--- config.mk ---
export PLATFORM = sky130hd
export DESIGN_NAME = line_editor_field_tokenizer_unit
export DESIGN_NICKNAME = d
export VERILOG_FILES = /design/src/rtl/core/lefz_pkg.sv /design/src/rtl/core/lefz_ram.sv /design/src/rtl/core/line_editor_field_tokenizer_unit.sv
export SDC_FILE = /design/constraint.sdc
export NUM_CORES = 1
export LEC_CHECK = 0
export ABC_CLOCK_PERIOD_IN_PS = 4300
export BUFFER_PORTS_ARGS = -buffer_cell sky130_fd_sc_hd__buf_2
export CAP_MARGIN = 20
export CORE_UTILIZATION = 55
export DETAILED_ROUTE_END_ITERATION = 8
export GPL_TIMING_DRIVEN = 0
export HOLD_SLACK_MARGIN = 0.05
export PLACE_DENSITY = 0.71
export SYNTH_ARGS = -nofsm -noshare
export SYNTH_HDL_FRONTEND = slang
export SYNTH_SLANG_ARGS = --single-unit
--- constraint.sdc ---
create_clock -name clk -period 4.3 [get_ports clk]
set_input_delay 0.645 -clock clk [delete_from_list [all_inputs] [get_ports clk]]
set_output_delay 0.645 -clock clk [all_outputs]
set_load 0.1 [all_outputs]
--- src/rtl/core/lefz_pkg.sv ---
// package for the line editor and field tokenizer
// holds sizes, character codes, state encoding and character class functions
`default_nettype none

package lefz_pkg;

  // line and field limits
  localparam int LINE_MAX  = 80;
  localparam int FIELD_MAX = 5;

  // derived widths
  localparam int PTR_W  = $clog2(LINE_MAX + 1);
  localparam int ADDR_W = (LINE_MAX > 1) ? $clog2(LINE_MAX) : 1;
  localparam int FLD_W  = (FIELD_MAX > 1) ? $clog2(FIELD_MAX) : 1;
  localparam int CNT_W  = $clog2(FIELD_MAX + 1);

  // fixed port widths
  localparam int CHAR_W    = 8;
  localparam int OUT_POS_W = 7;
  localparam int OUT_IDX_W = 3;
  localparam int OUT_CNT_W = 3;

  // character codes
  localparam logic [CHAR_W-1:0] CH_BS    = 8'd8;
  localparam logic [CHAR_W-1:0] CH_LF    = 8'd10;
  localparam logic [CHAR_W-1:0] CH_CR    = 8'd13;
  localparam logic [CHAR_W-1:0] CH_SPACE = 8'd32;
  localparam logic [CHAR_W-1:0] CH_DEL   = 8'd127;
  localparam logic [CHAR_W-1:0] CH_UC_A  = 8'd65;
  localparam logic [CHAR_W-1:0] CH_UC_Z  = 8'd90;
  localparam logic [CHAR_W-1:0] CH_LC_A  = 8'd97;
  localparam logic [CHAR_W-1:0] CH_LC_Z  = 8'd122;
  localparam logic [CHAR_W-1:0] CH_D0    = 8'd48;
  localparam logic [CHAR_W-1:0] CH_D9    = 8'd57;

  // field type codes
  localparam logic TYPE_ALPHA   = 1'b0;
  localparam logic TYPE_NUMERIC = 1'b1;

  // sequencer states
  typedef enum logic [2:0] {
    ST_IDLE = 3'b001,
    ST_SCAN = 3'b010,
    ST_EMIT = 3'b100
  } lefz_state_t;

  function automatic logic is_alpha(input logic [CHAR_W-1:0] ch);
    return ((ch >= CH_UC_A) && (ch <= CH_UC_Z)) || ((ch >= CH_LC_A) && (ch <= CH_LC_Z));
  endfunction

  function automatic logic is_digit(input logic [CHAR_W-1:0] ch);
    return (ch >= CH_D0) && (ch <= CH_D9);
  endfunction

endpackage

`default_nettype wire

--- src/rtl/core/lefz_ram.sv ---
// generic single write port, single read port ram with registered read
// no dependencies
`default_nettype none

module lefz_ram #(
  parameter int WIDTH = 8,
  parameter int DEPTH = 80
) (
  input  wire                               clk,
  input  wire                               we,
  input  wire  [((DEPTH > 1) ? $clog2(DEPTH) : 1)-1:0] waddr,
  input  wire  [WIDTH-1:0]                  wdata,
  input  wire  [((DEPTH > 1) ? $clog2(DEPTH) : 1)-1:0] raddr,
  output logic [WIDTH-1:0]                  rdata
);

  logic [WIDTH-1:0] mem [DEPTH];

  always_ff @(posedge clk) begin
    if (we) begin
      mem[waddr] <= wdata;
    end
    rdata <= mem[raddr];
  end

endmodule

`default_nettype wire

--- src/rtl/core/line_editor_field_tokenizer_unit.sv ---
// line editor and field tokenizer, top level
// depends on lefz_pkg and lefz_ram
//
// usage
//   in_* channel: one received character per request (valid/ready)
//   backspace and delete remove the last stored character, cr or lf end the
//   line, the LINE_MAX-th stored character also ends it, other control
//   characters are dropped and bytes of 128 and up are stored as delimiters
//   out_* channel: one request per recorded field at line end, out_last on
//   the final one; a line without fields gives a single request with a zero
//   field count
// line end processing
//   a character that does not end the line leaves in_ready high
//   a line end starts a scan of the stored characters, one read at a time,
//   through the single read port of the line store and the one character
//   classifier, then one result request per cycle while out_ready is high
//   in_ready is low from the line end until the last result is taken
// reset and stalls
//   synchronous active-low reset empties the line and returns to collecting
//   a stalled receiver holds the current result request and the sequencer
`default_nettype none

module line_editor_field_tokenizer_unit
  import lefz_pkg::*;
(
  input  wire                    clk,
  input  wire                    rst_n,
  input  wire                    in_valid,
  output logic                   in_ready,
  input  wire  [CHAR_W-1:0]      in_rx_char,
  output logic                   out_valid,
  input  wire                    out_ready,
  output logic                   out_field_type,
  output logic [OUT_POS_W-1:0]   out_field_start,
  output logic [OUT_IDX_W-1:0]   out_field_index,
  output logic [OUT_CNT_W-1:0]   out_field_count,
  output logic [OUT_POS_W-1:0]   out_line_length,
  output logic                   out_fields_dropped,
  output logic                   out_last
);

  // control state
  lefz_state_t       state_r, state_nxt;
  logic [PTR_W-1:0]  wp_r, wp_nxt;         // write pointer into the line store
  logic [PTR_W-1:0]  len_r, len_nxt;       // length of the finished line
  logic [PTR_W-1:0]  scan_r, scan_nxt;     // next address issued to the store
  logic              tst_vld_r, tst_vld_nxt; // read data in flight is valid
  logic [ADDR_W-1:0] tst_pos_r, tst_pos_nxt; // position of that read data
  logic              after_r, after_nxt;   // previous char was a delimiter
  logic [CNT_W-1:0]  found_r, found_nxt;
  logic              dropped_r, dropped_nxt;
  logic [FLD_W-1:0]  emit_r, emit_nxt;

  // field table, payload only
  logic [ADDR_W-1:0] starts_r [FIELD_MAX];
  logic              types_r  [FIELD_MAX];
  logic              fld_we;
  logic              fld_type;

  // line store port
  logic              st_we;
  logic [ADDR_W-1:0] st_raddr;
  logic [CHAR_W-1:0] st_rdata;

  // input decode
  logic              in_fire, out_fire;
  logic              is_erase, is_eol, is_print;
  logic [PTR_W-1:0]  wp_inc;
  logic              line_full;
  logic              issue;
  logic              ch_alpha, ch_digit;
  logic              rec_last;

  assign in_fire  = in_valid && in_ready;
  assign out_fire = out_valid && out_ready;

  assign is_erase  = (in_rx_char == CH_BS) || (in_rx_char == CH_DEL);
  assign is_eol    = (in_rx_char == CH_LF) || (in_rx_char == CH_CR);
  assign is_print  = !is_erase && (in_rx_char >= CH_SPACE);
  assign wp_inc    = wp_r + PTR_W'(1);
  assign line_full = (wp_inc == PTR_W'(LINE_MAX));

  // scan pipeline: the store read is registered, so data is classified in the cycle after its address goes out
  assign issue    = (state_r == ST_SCAN) && (scan_r < len_r);
  assign st_raddr = scan_r[ADDR_W-1:0];
  assign st_we    = in_fire && is_print;

  // the shared classifier
  assign ch_alpha = is_alpha(st_rdata);
  assign ch_digit = is_digit(st_rdata);
  assign fld_type = ch_digit ? TYPE_NUMERIC : TYPE_ALPHA;

  lefz_ram #(
    .WIDTH (CHAR_W),
    .DEPTH (LINE_MAX)
  ) u_line_store (
    .clk   (clk),
    .we    (st_we),
    .waddr (wp_r[ADDR_W-1:0]),
    .wdata (in_rx_char),
    .raddr (st_raddr),
    .rdata (st_rdata)
  );

  assign rec_last = (CNT_W'(emit_r) + CNT_W'(1)) == found_r;

  always_comb begin
    state_nxt   = state_r;
    wp_nxt      = wp_r;
    len_nxt     = len_r;
    scan_nxt    = scan_r;
    tst_vld_nxt = 1'b0;
    tst_pos_nxt = tst_pos_r;
    after_nxt   = after_r;
    found_nxt   = found_r;
    dropped_nxt = dropped_r;
    emit_nxt    = emit_r;
    fld_we      = 1'b0;

    unique case (state_r)
      ST_IDLE: begin
        if (in_fire) begin
          priority if (is_erase) begin
            if (wp_r != '0) begin
              wp_nxt = wp_r - PTR_W'(1);
            end
          end else if (is_eol || (is_print && line_full)) begin
            // line end: snapshot the length and start the scan
            len_nxt     = is_eol ? wp_r : wp_inc;
            wp_nxt      = '0;
            scan_nxt    = '0;
            after_nxt   = 1'b1;
            found_nxt   = '0;
            dropped_nxt = 1'b0;
            state_nxt   = ST_SCAN;
          end else if (is_print) begin
            wp_nxt = wp_inc;
          end else begin
            // dropped control character
            wp_nxt = wp_r;
          end
        end
      end

      ST_SCAN: begin
        if (issue) begin
          scan_nxt    = scan_r + PTR_W'(1);
          tst_pos_nxt = scan_r[ADDR_W-1:0];
        end
        tst_vld_nxt = issue;
        if (tst_vld_r) begin
          if (ch_alpha || ch_digit) begin
            if (after_r) begin
              if (found_r < CNT_W'(FIELD_MAX)) begin
                fld_we    = 1'b1;
                found_nxt = found_r + CNT_W'(1);
              end else begin
                dropped_nxt = 1'b1;
              end
              after_nxt = 1'b0;
            end
          end else begin
            after_nxt = 1'b1;
          end
        end
        if (!issue && !tst_vld_r) begin
          emit_nxt  = '0;
          state_nxt = ST_EMIT;
        end
      end

      ST_EMIT: begin
        if (out_fire) begin
          if ((found_r == '0) || rec_last) begin
            state_nxt = ST_IDLE;
          end else begin
            emit_nxt = emit_r + FLD_W'(1);
          end
        end
      end

      default: begin
        state_nxt = ST_IDLE;
      end
    endcase
  end

  always_ff @(posedge clk) begin
    if (!rst_n) begin
      state_r   <= ST_IDLE;
      wp_r      <= '0;
      len_r     <= '0;
      scan_r    <= '0;
      tst_vld_r <= 1'b0;
      after_r   <= 1'b1;
      found_r   <= '0;
      dropped_r <= 1'b0;
      emit_r    <= '0;
    end else begin
      state_r   <= state_nxt;
      wp_r      <= wp_nxt;
      len_r     <= len_nxt;
      scan_r    <= scan_nxt;
      tst_vld_r <= tst_vld_nxt;
      after_r   <= after_nxt;
      found_r   <= found_nxt;
      dropped_r <= dropped_nxt;
      emit_r    <= emit_nxt;
    end
  end

  // position of the data in flight needs no reset
  always_ff @(posedge clk) begin
    tst_pos_r <= tst_pos_nxt;
  end

  // field table write, one entry per newly found field
  always_ff @(posedge clk) begin
    if (fld_we) begin
      starts_r[found_r[FLD_W-1:0]] <= tst_pos_r;
      types_r[found_r[FLD_W-1:0]]  <= fld_type;
    end
  end

  // outputs
  assign in_ready  = (state_r == ST_IDLE);
  assign out_valid = (state_r == ST_EMIT);

  always_comb begin
    if (found_r == '0) begin
      // field-less line gives a single empty record
      out_field_type     = TYPE_ALPHA;
      out_field_start    = '0;
      out_field_index    = '0;
      out_field_count    = '0;
      out_fields_dropped = 1'b0;
      out_last           = 1'b1;
    end else begin
      out_field_type     = types_r[emit_r];
      out_field_start    = OUT_POS_W'(starts_r[emit_r]);
      out_field_index    = OUT_IDX_W'(emit_r);
      out_field_count    = OUT_CNT_W'(found_r);
      out_fields_dropped = dropped_r;
      out_last           = rec_last;
    end
    out_line_length = OUT_POS_W'(len_r);
  end

  // checks
  a_no_overlap: assert property (@(posedge clk) disable iff (!rst_n)
    !(in_ready && out_valid))
    else $error("input accepted while results pending");

  a_back_to_idle: assert property (@(posedge clk) disable iff (!rst_n)
    (out_valid && out_ready && out_last) |=> in_ready)
    else $error("not ready after last record");

  a_eol_scans: assert property (@(posedge clk) disable iff (!rst_n)
    (in_valid && in_ready && ((in_rx_char == CH_CR) || (in_rx_char == CH_LF)))
    |=> (state_r == ST_SCAN))
    else $error("line end did not start scan");

  a_found_bound: assert property (@(posedge clk) disable iff (!rst_n)
    found_r <= CNT_W'(FIELD_MAX))
    else $error("field count overflow");

  a_wp_bound: assert property (@(posedge clk) disable iff (!rst_n)
    in_ready |-> (wp_r < PTR_W'(LINE_MAX)))
    else $error("write pointer past line limit while collecting");

endmodule

`default_nettype wire
==> metrics, run 1 <==
Die W 232 um; core box area 51800 um2; filler cell count 3512; clock tree from TritonCTS built; post-CTS resize count 0; H-tree levels 3; Overflow after GRT 0; Port-buffer cells 35; Detailed Route Iter0 Violations 1790; routed via count 15300; post-DP HPWL 41.0 mm; async set-reset flop share out of synthesis 0%; chip height 232 um; Ports 37; critical path fanouts, max 51; status finished clean; hold-fix buffers at CTS 0; final core occ 62.9%; largest net degree at the start of global routing 85; Detail Route Antenna Nets 0; Yosys reg bits 731; ys flop type edfxtp_1; first-pass GRT wire length 97.2 mm; row cnt 83; GPL Wtd Cong 0.924; RSZ-0062 raised after global routing no; post-synthesis cell area 29100 um2; worst vdd ir 0.270 mV; Mean Syn Cell Area 19.0 um2; Mapped Cells 1532; Via-to-Cell Ratio 6.41; clock root buffer clkbuf_16; Hold WS 0.424 ns; syn_nets 1558; Worst Path Class, Setup in2reg; Tcrit/Tclk final 93.4%; die area 53900 um2; Leak Pwr 9.98 nW; 1st-pass router iterations 5; Final Max Tran Viols 0; Setup crit end kind register; number of post-CTS setup repair buffers 0; Max-Cap Viols 0; total wire length 65.2 mm; FF-to-FF setup slack 0.65 ns; final setup vio count 0; upper clock frequency limit 0.249 GHz; Slew HR 32.0%; Warnings, synthesis 0; Worst-Margin Slew 1.02 ns; Sink Count 731; layout cell share with drive strength beyond 1 21.3%; crit path launch type input pin; area grow syn2layout 11.9%; clock tree buffer depth 3; Initial Util 56.2%; initial antenna violation count 0; sequential share of the synthesized area 73.9%; Critical Path RT 4.53 ns; Total GRT Usage 25.0%; Clock Skews 0.0192 ns; later-pin clock latency in the skew report 0.60 ns; Distinct cells, synth 66; minimum clock period 4.02 ns; fin nets 1678; number of synthesized flops with an enable pin 687; vias in the first global route 15100; antenna cells 0; Avg WL per Cell 27.3 um; drt drc 0; Clock transition at path regs 0.06 ns; clock buffer count from CTS 73; Final Hold Violating Endpoints 0; Hold Crit Class in2reg; CP arrival 4.25 ns; Pwr Density 435 nW/um2
[final cells by class]
class | count | area [um2] | share of cell area (%)
Multi-Input combinational cell | 698 | 7160 | 22.0
Timing Repair Buffer | 45 | 332 | 1.02
Tap cell | 680 | 851 | 2.61
Buffer | 86 | 408 | 1.25
Sequential cell | 731 | 21500 | 66.0
Clock inverter | 39 | 268 | 0.821
Clock buffer | 92 | 2010 | 6.17
Inverter | 17 | 63.8 | 0.196
[cell usage after synthesis, types with 9 or more instances]
library cell	n	area share, %
nand3_1	42	0.72
buf_2	38	0.65
a21oi_1	17	0.29
mux2i_1	74	2.5
ha_1	14	0.60
nor3_1	11	0.19
a22oi_1	49	1.3
edfxtp_1	687	71
nor2_1	119	1.5
dfxtp_1	44	3.0
nand2_1	46	0.59
a221oi_1	9	0.27
xnor2_1	12	0.36
mux4_2	160	12
o211ai_1	9	0.23
clkbuf_1	35	0.45
inv_1	17	0.22
o21ai_0	13	0.22
[cells in the final DEF (no fill, tap or decap), types with 8 or more instances in the layout]
cell,instances
o211ai_1,9
clkbuf_1,47
buf_4,9
dfxtp_1,44
xnor2_1,12
ha_1,14
inv_1,17
nand3_1,42
clkinv_1,18
mux2i_1,74
buf_2,68
a21oi_1,17
o21ai_0,13
clkbuf_16,77
nand4_1,8
nor2b_1,8
clkinv_2,12
nor3_1,11
nor2_1,119
nand2_1,46
a22oi_1,49
mux4_2,160
buf_1,8
a221oi_1,9
edfxtp_1,687
[kinds of logic (layout without fill, tap and decap cells)]
logic type,count (synthesis),in the layout,synth area share [%]
AO/OA/AOI/OAI,149,149,3.76
XOR/XNOR,16,16,0.481
adder cells (fa/ha/maj),14,14,0.601
buffers and inverters,103,279,1.62
flip-flops,731,731,73.9
multiplexers,234,234,14.9
AND/OR/NAND/NOR,285,285,4.77
[power breakdown]
part	switching (W)	internal, W
registers	0.00000933	0.00779
logic	0.000210	0.0000541
clock network	0.00261	0.00349
total	0.00283	0.0113
[per-stage QoR]
step                      std cells  setup WS, ns  setup TNS [ns]  instance area (um2)  total power, W
after floorplan                1532         0.550               0                29100         0.00805
after global placement         2247        -0.626         -223.32                30200         0.00820
after detailed placement       2255        -0.430          -93.98                30300         0.00822
after CTS                      2386         0.113               0                32600          0.0142
after global routing           2388         0.124               0                32600          0.0145
final                          2388         0.282               0                32600          0.0142
[per-layer routing]
metal	GRT usage, %	part of all wire [%]	vias up
li1	-	-	6524
met5	0	0	-
met3	3.84	7.2	104
met4	6.91	2.2	0
met1	36.5	42	8006
met2	39.5	48	685
[critical path, stage by stage]
cell and delay, ns:
buf_2 0.56, buf_12 0.31, nand4b_1 0.17, nor2_1 0.13
nor4_1 0.59, nand3_1 0.83, nor2_1 0.94
[flip-flops by register name (all words and copies together) (netlist names), 3 cells and up, named ones only]
| signal | cells |
|---|---|
| tst_pos_r | 7 |
| wp_r | 7 |
| starts_r | 35 |
| u_line_store.mem | 640 |
| out_line_length | 7 |
| emit_r | 3 |
| state_r | 3 |
| types_r | 5 |
| u_line_store.rdata | 8 |
| scan_r | 7 |
| found_r | 3 |
[final timing paths]
| check | start | to | cells past startpoint |
|---|---|---|---|
| worst max-delay path | in_rx_char[7] | u_line_store.mem[57][0]$_DFFE_PP_ | 7 |
| worst min-delay path | out_ready | register | 3 |
| worst max register to register | state_r[0]$_SDFFE_PN1P_ | u_line_store.mem[57][0]$_DFFE_PP_ | 5 |
| worst min register to register | dropped_r$_SDFFE_PN0P_ | dropped_r$_SDFFE_PN0P_ | 2 |
Power figures use the tool's default switching activity.
==> run 2: changes to the inputs <==
--- a/config.mk
+++ b/config.mk
@@ -6,13 +6,13 @@
 export NUM_CORES = 1
 export LEC_CHECK = 0
 export ABC_CLOCK_PERIOD_IN_PS = 4300
-export BUFFER_PORTS_ARGS = -buffer_cell sky130_fd_sc_hd__buf_2
 export CAP_MARGIN = 20
 export CORE_UTILIZATION = 55
 export DETAILED_ROUTE_END_ITERATION = 8
+export DONT_BUFFER_PORTS = 1
 export GPL_TIMING_DRIVEN = 0
 export HOLD_SLACK_MARGIN = 0.05
-export PLACE_DENSITY = 0.71
+export PLACE_DENSITY = 0.7
 export SYNTH_ARGS = -nofsm -noshare
 export SYNTH_HDL_FRONTEND = slang
 export SYNTH_SLANG_ARGS = --single-unit
==> run 2 against run 1 <==
The run now ends with setup timing left. First-iteration DRC count down 7.0%. Highest routed layer is now met5. Sequential share of layout area about the same. Register-to-register slack got worse by 0.74 ns. Global-route usage down 0.36 points. Critical endpoint is now u_line_store.mem[75][2]$_DFFE_PP_. Largest cell class unchanged.
==> metrics, run 2 (same netlist as run 1, synthesis figures left out) <==
routed via count 15000 (-2.4%); Avg WL per Cell 27.3 um (about the same); Final Max Tran Viols 0 (unchanged); clock buffer count from CTS 73 (unchanged); status finished, violations left; worst vdd ir 0.256 mV (-5.1%); Top reg by flops u_line_store.mem; Leak Pwr 9.80 nW (-1.7%); minimum clock period 4.39 ns (+0.371 ns); Detailed Route Iter0 Violations 1665 (-7.0%); Worst R2R End u_line_store.mem[75][2]$_DFFE_PP_; clock root buffer clkbuf_16; Clock transition at path regs 0.06 ns (about the same); Clock Skews 0.0233 ns (+0.00402 ns); filler cell count 3518 (+0.17%); Detail Route Antenna Nets 0 (unchanged); Worst-Margin Slew 1.16 ns (+0.138 ns); Placed Area 30100 um2 (-0.74%); placed cell count 2218 (-1.6%); Critical Path RT 4.53 ns (about the same); Setup crit end kind register; critical path fanouts, max 10 (-80%); Hold Path Cell Cnt 0 (-3); Ports 37 (unchanged); Layout Cells excl Fill 2353 (-1.5%); Hold Path Origin in_rx_char[0]; Max stage delay on crit path 0.94 ns (about the same); core box area 51800 um2 (unchanged); Final WS setup -0.0886 ns (-0.371 ns); antenna cells 0 (unchanged); 1st-pass router iterations 5 (unchanged); drt drc 0 (unchanged); fin nets 1642 (-2.1%); Hold EP u_line_store.mem[32][0]$_DFFE_PP_; clock tree from TritonCTS built; Die W 232 um (unchanged); Final Hold Violating Endpoints 0 (unchanged); initial antenna violation count 1 (+1); layout cell share with drive strength beyond 1 23.7% (+2.4 points); Power, Total 0.0142 W (+0.37%); Hold Crit Class in2reg; Reg2Reg Launch Point state_r[0]$_SDFFE_PN1P_; die area 53900 um2 (unchanged); clock tree buffer depth 3 (unchanged); Sink Count 731 (unchanged); slowest library cell on the worst path nand3_1; Initial Util 56.2% (unchanged); Port-buffer cells 0 (-100%); H-tree levels 3 (unchanged); CP arrival 4.62 ns (+0.37 ns); final setup vio count 138 (+138); most common cell after layout, fill and taps aside edfxtp_1; final core occ 62.9% (about the same); design area 32600 um2 (about the same); first-pass GRT wire length 95.7 mm (-1.5%); FF-to-FF setup slack -0.09 ns (-0.74 ns); most frequent cells in the layout edfxtp_1, mux4_2, clkbuf_16; RSZ-0062 raised after global routing yes; failing checks setup timing; area grow syn2layout 11.9% (about the same); largest net degree at the start of global routing 85 (unchanged); chip height 232 um (unchanged); GPL Wtd Cong 0.911 (-1.3%); number of post-CTS setup repair buffers 0 (unchanged); vias in the first global route 15000 (-0.71%); Max-Cap Viols 0 (unchanged); Hold WS 0.133 ns (-0.291 ns); number of flip-flops in the largest register 640 (unchanged); Worst Reg-to-Reg Cells 6 (+1); crit path launch type register; upper clock frequency limit 0.228 GHz (-8.4%); total wire length 64.2 mm (-1.5%); row cnt 83 (unchanged); Pwr Density 436 nW/um2 (+0.36%); Slew HR 23.3% (-8.7 points); Overflow after GRT 0 (unchanged); post-DP HPWL 40.2 mm (-1.9%); Via-to-Cell Ratio 6.36 (-0.92%); crit-path cells nor3b_4 > buf_1 > nand2_1 > nor4_1 > nand3_1 > nor2_2; Worst Path Class, Setup reg2reg; Total GRT Usage 24.6% (-0.36 points); Tcrit/Tclk final 102% (+8.6 points); later-pin clock latency in the skew report 0.61 ns (about the same)
==> run 2: stage by stage <==
stage	setup TNS, ns	worst slack [ns]
final	-5.00	-0.0886
after global routing	-43.33	-0.342
after CTS	-19.77	-0.176
after detailed placement	-18.00	-0.161
after global placement	-291.42	-0.641
after floorplan	0	0.550
==> run 2: timing repair <==
| item | CTS | global route |
|---|---|---|
| gates cloned | 0 | 0 |
| hold buffers | 0 | 0 |
| endpoints found under the setup margin | 278 | 346 |
| resized for setup | 28 | 26 |
==> run 2: routing by layer <==
metal / part of all wire, % / track usage, % / wire length, um
met5: 0.020 / 0 / 13
met4: 2.6 / 8.78 / 1680
met3: 8.1 / 4.80 / 5190
met2: 47 / 37.2 / 30100
met1: 42 / 36.0 / 27200
==> run 2: worst max-delay path by stage <==
| stage | end | slack [ns] | startpoint |
|---|---|---|---|
| final | u_line_store.mem[75][2]$_DFFE_PP_ | -0.09 | state_r[0]$_SDFFE_PN1P_ |
| after global routing | u_line_store.mem[11][3]$_DFFE_PP_ | -0.34 | state_r[0]$_SDFFE_PN1P_ |
| after CTS | u_line_store.mem[73][0]$_DFFE_PP_ | -0.18 | state_r[0]$_SDFFE_PN1P_ |
| after detailed placement | u_line_store.mem[9][4]$_DFFE_PP_ | -0.16 | state_r[0]$_SDFFE_PN1P_ |
| after global placement | u_line_store.mem[45][4]$_DFFE_PP_ | -0.64 | state_r[0]$_SDFFE_PN1P_ |
| after floorplan | register | 0.55 | state_r[2]$_SDFFE_PN0P_ |
==> run 2: report_power, final <==
| part | internal [W] | switching (W) | leakage (nW) |
|---|---|---|---|
| logic | 0.0000423 | 0.000106 | 2.07 |
| clock network | 0.00366 | 0.00262 | 1.15 |
| registers | 0.00779 | 0.0000104 | 6.59 |
| total | 0.0115 | 0.00273 | 9.80 |
==> run 2: critical path: cells and delay by family (launching register included) <==
kind                   cells  cell delay, ns
DFF                        1            0.41
buffers and inverters      1            0.15
and+or+nand+nor            5            3.45
==> run 2: layout make-up <==
type | count | area, um2 | area share, %
Sequential cell | 731 | 21500 | 66.0
Clock buffer | 90 | 1950 | 5.99
Clock inverter | 42 | 397 | 1.22
Multi-Input combinational cell | 698 | 7330 | 22.5
Tap cell | 680 | 851 | 2.61
Buffer | 86 | 408 | 1.25
Inverter | 17 | 63.8 | 0.196
Timing Repair Buffer | 9 | 87.6 | 0.269
